[src/bsc_pkg.sv]
// Shared types, constants and helpers for the barometric compensation pipeline.
package bsc_pkg;

   localparam int DivBits = 32;

   localparam logic [1:0] RegTempCalib = 2'd0;
   localparam logic [1:0] RegPressLow  = 2'd1;
   localparam logic [1:0] RegPressHigh = 2'd2;
   localparam logic [1:0] RegPressLast = 2'd3;

   localparam logic signed [31:0] TempMul    = 32'sd5;
   localparam logic signed [31:0] TempRound  = 32'sd128;
   localparam logic signed [31:0] PressOfs   = 32'sd64000;
   localparam logic signed [31:0] P1Bias     = 32'sd32768;
   localparam logic [31:0]        RawFull    = 32'd1048576;
   localparam logic [31:0]        PressScale = 32'd3125;

   typedef struct packed {
      logic [15:0] t1;
      logic [15:0] t2;
      logic [15:0] t3;
      logic [15:0] p1;
      logic [15:0] p2;
      logic [15:0] p3;
      logic [15:0] p4;
      logic [15:0] p5;
      logic [15:0] p6;
      logic [15:0] p7;
      logic [15:0] p8;
      logic [15:0] p9;
   } calib_type;

   typedef struct packed {
      logic [31:0] temp;
      logic        pok;
      logic        dbl;
   } side_type;

   function automatic logic signed [31:0] sext16(input logic [15:0] v);
      return $signed({{16{v[15]}}, v});
   endfunction

   function automatic logic signed [31:0] zext16(input logic [15:0] v);
      return $signed({16'd0, v});
   endfunction

endpackage

[src/bsc_back.sv]
// Pressure correction stages after the divider and the result register.
module bsc_back (
   input  logic               clock,
   input  logic               reset,
   input  logic               en,
   input  logic               in_valid,
   input  logic [31:0]        in_q,
   input  bsc_pkg::side_type  in_sb,
   input  bsc_pkg::calib_type calib,
   output logic               out_valid,
   output logic [31:0]        out_temp,
   output logic [31:0]        out_press,
   output logic               out_pok
);

   logic signed [31:0] p7, p8, p9;
   logic [2:1] vld_ff;
   logic [31:0] p_ff [1:2];
   bsc_pkg::side_type sb_ff [1:2];
   logic [31:0] pw3_ff;
   logic signed [31:0] m8_ff, a_ff, b_ff;
   logic        rsp_valid_ff, rsp_pok_ff;
   logic [31:0] rsp_temp_ff, rsp_press_ff;

   logic [31:0] p_in, ps3, pw3_in, press;
   logic signed [31:0] m8_in, a_in, b_in, dsum;

   assign p7 = bsc_pkg::sext16(calib.p7);
   assign p8 = bsc_pkg::sext16(calib.p8);
   assign p9 = bsc_pkg::sext16(calib.p9);

   always_comb begin
      p_in   = in_sb.dbl ? {in_q[30:0], 1'b0} : in_q;
      ps3    = p_in >> 3;
      pw3_in = ps3 * ps3;
      m8_in  = $signed({2'd0, p_in[31:2]}) * p8;
      a_in   = (p9 * $signed({13'd0, pw3_ff[31:13]})) >>> 12;
      b_in   = m8_ff >>> 13;
      dsum   = ((a_ff + b_ff) + p7) >>> 4;
      press  = p_ff[2] + $unsigned(dsum);
   end

   always_ff @(posedge clock) begin
      if (reset) begin
         vld_ff       <= '0;
         rsp_valid_ff <= 1'b0;
      end else if (en) begin
         vld_ff       <= {vld_ff[1], in_valid};
         rsp_valid_ff <= vld_ff[2];
      end
   end

   always_ff @(posedge clock) begin
      if (en) begin
         p_ff[1]  <= p_in;
         p_ff[2]  <= p_ff[1];
         sb_ff[1] <= in_sb;
         sb_ff[2] <= sb_ff[1];
         pw3_ff   <= pw3_in;
         m8_ff    <= m8_in;
         a_ff     <= a_in;
         b_ff     <= b_in;
         rsp_temp_ff  <= sb_ff[2].temp;
         rsp_press_ff <= sb_ff[2].pok ? press : 32'd0;
         rsp_pok_ff   <= sb_ff[2].pok;
      end
   end

   assign out_valid = rsp_valid_ff;
   assign out_temp  = rsp_temp_ff;
   assign out_press = rsp_press_ff;
   assign out_pok   = rsp_pok_ff;

endmodule

[config.mk]
export PLATFORM = sky130hd
export DESIGN_NAME = bsc_back
export DESIGN_NICKNAME = d
export VERILOG_FILES = /design/src/bsc_pkg.sv /design/src/bsc_back.sv
export SDC_FILE = /design/constraint.sdc
export NUM_CORES = 2
export LEC_CHECK = 0
export ABC_AREA = 1
export BUFFER_PORTS_ARGS = -buffer_cell sky130_fd_sc_hd__buf_2
export CAP_MARGIN = 20
export CORE_AREA = 4 4 348 350
export DETAILED_ROUTE_END_ITERATION = 10
export DIE_AREA = 0 0 352 354
export HOLD_SLACK_MARGIN = 0.12
export SETUP_SLACK_MARGIN = 0.5
export SYNTH_ARGS = -nofsm -noshare
export SYNTH_HDL_FRONTEND = slang
export SYNTH_SLANG_ARGS = --single-unit
[constraint.sdc]
create_clock -name clock -period 12.61 [get_ports clock]
set_clock_uncertainty 0.15 [all_clocks]
set_input_delay 1.8915 -clock clock [delete_from_list [all_inputs] [get_ports clock]]
set_output_delay 1.8915 -clock clock [all_outputs]
set_load 0.02 [all_outputs]
==> metrics.txt <==
outcome=finished, final reports clean; post-CTS sizing=0; RD Place Congestion=approximately 0.89; initial antenna violation count=10; ys flop type=edfxtp_1; Die X-Extent=352 um; Distinct cells, synth=53; H-tree lvl count=1; Vias=~35000; Worst-Skew Late Latency=roughly 0.57 ns; min-delay worst type=flip-flop to flip-flop; router iterations before antenna repair=7; CTS Root Buffer Type=clkbuf_16; Worst Path Arrival=10.12 ns; yosys warns=0; Synthesized Nets=around 6800; # IOs=roughly 330; DR DRC count=0; Die Ht=approximately 350 um; Seq/Total Area, Yosys=0.175; Final WS setup=between 2 and 3 ns; Tightest Pin Transition=approximately 1.1 ns; gr usage total=0.207; initial core utilization=0.399; postcts setup bufs=0; post-DR wirelength/cell=between 15 and 20 um; CTS tree=done; Bufs on Longest Clock Path=3; Hold Slack=between 0.2 and 0.3 ns; # rows=about 130; Max Cap Viol=0; post-layout net count=6933; dpl hpwl=about 100000 um; Yosys top cell area share=0.393; TNS Setup=0 ns; Synth Area per Inst=between 8 and 9 um^2; pre-CTS setup slack=around 2.2 ns; CP startpoint kind=input port; FF+latch count, synth=about 280; global-route wire length before repair=just over 200000 um; Vias/cell=approximately 5.0; Mapped Area=0.0470 mm^2; number of synthesized flops with an enable pin=272; Initial DRC Count=about 2400; unrepaired setup endpoints after global routing=false; vias in the first global route=36908; final WL=approximately 130000 um; Rel. slew slack=0.253; R2R depth=21; Mapped Cells=5300; final slew viol count=0; Port Buffer Count=183; GRT Residual Overflow=0; largest cells by area after synthesis=fa_1 39%, edfxtp_1 17%, inv_1 11%; FMAX=0.100 GHz; # setup viols final=0; ys async rst share=0; Core ar.=between 0.1 and 0.15 mm^2; Req. time, crit path=~13 ns; Layout Utilization=0.428; Die ar.=~0.12 mm^2; hold-fix buffers at CTS=0; clock sinks=275; critical path type=input port to flip-flop; ANT nets after route=0; min Tclk post-route=between 9 and 10 ns; total CTS buffers=30; pin count of the biggest net entering global routing=roughly 130; Critical Path Sink Type=flip-flop; Final Hold Vio Count=0; WHS Path Cells=0; Area growth syn-to-layout=7.33%; CTS clk-pin slew, worst paths=around 0.07 ns; Max FO, Critical Path=32; layout cells sized above 1=0.0632; final period utilization=0.790; leading area contributor after synthesis=fa_1
worst paths after layout:
kind,startpoint,end,slack (ns)
max,in_sb[0],pw3_ff[31]$_DFFE_PP_,2.65
min,p_ff[1][16]$_DFFE_PP_,p_ff[2][16]$_DFFE_PP_,0.26
max reg2reg,pw3_ff[25]$_DFFE_PP_,a_ff[18]$_DFFE_PP_,6.18
min reg2reg,p_ff[1][16]$_DFFE_PP_,p_ff[2][16]$_DFFE_PP_,0.26
registers in the layout, summed over array words and instances, names as in the netlist:
signal,flops
out_pok,1
pw3_ff,20
out_press,32
out_temp,32
vld_ff,2
p_ff,63
a_ff,20
m8_ff,19
b_ff,19
out_valid,1
sb_ff,66
cells by family after synthesis:
logic type,Yosys count,share of synthesized area
AOI/OAI and AO/OA,386,0.0482
xor gates and xnor gates,103,0.0194
adders and majority gates,1282,0.489
buffers and inverters,1568,0.127
DFF,275,0.175
and+or+nand+nor,1686,0.142
layout make-up:
class | count | area (um^2)
clock buffers | 31 | 754
repair buffers | 219 | 1220
inverters | 1406 | 5280
flip-flops and latches | 275 | 8230
multi-input cells | 3457 | 32800
diodes | 2 | 5.00
fillers | 11625 | 67300
clock inverters | 24 | 211
well taps | 1536 | 1920
critical path, stage by stage:
cell	delay (ns)
buf_2	0.21
inv_4	0.32
nand2_1	0.09
nand2_1	0.07
buf_4	0.34
clkinv_1	0.96
nand2_1	0.45
fa_1	0.48
inv_1	0.09
fa_1	0.43
fa_1	0.51
inv_1	0.06
fa_1	0.49
fa_1	0.56
inv_1	0.06
fa_1	0.52
fa_1	0.51
inv_1	0.05
fa_1	0.51
inv_1	0.05
ha_1	0.37
a21oi_1	0.29
o21bai_1	0.09
a221o_1	0.26
a31oi_1	0.22
inv_1	0.07
nand2_1	0.07
nand2_1	0.07
cells in the mapped netlist, types with 22 or more instances:
master / count
ha_1: 359
fa_1: 923
a21oi_1: 189
clkbuf_1: 122
xnor2_1: 36
nand2_1: 1070
inv_1: 1383
xor2_1: 66
edfxtp_1: 272
nor3_1: 22
nor2_1: 441
nand3_1: 83
buf_1: 26
o21ai_0: 90
metrics by stage:
| stage | instance area [um^2] | instances |
|---|---|---|
| 2_1_floorplan | 47000 | 5300 |
| 3_3_place_gp | 49400 | 6892 |
| 3_5_place_dp | 49400 | 6892 |
| 4_1_cts | 50400 | 6947 |
| 5_1_grt | 50400 | 6950 |
| 6_report | 50400 | 6950 |
layout by cell type, fill, tap and decap left out, types with 15 or more instances in the layout:
cell type     n
a21o_1       17
a21oi_1     189
buf_2       182
buf_4        35
clkbuf_16    30
edfxtp_1    272
fa_1        923
ha_1        359
inv_1      1383
inv_2        16
nand2_1    1070
nand3_1      83
nand4_1      16
nor2_1      441
nor3_1       22
o21ai_0      90
o21bai_1     15
or2_2        17
xnor2_1      36
xor2_1       66
layer usage:
layer	routed length [um]	up-vias	GRT usage
met2	58300	1150	0.337
met4	4180	10	0.0621
met5	62	-	0
li1	-	15854	-
met1	54600	17435	0.283
met3	9720	225	0.0374
Power is not shown: default switching activity piles up to over one toggle a cycle in this logic, so the estimate is an artifact.
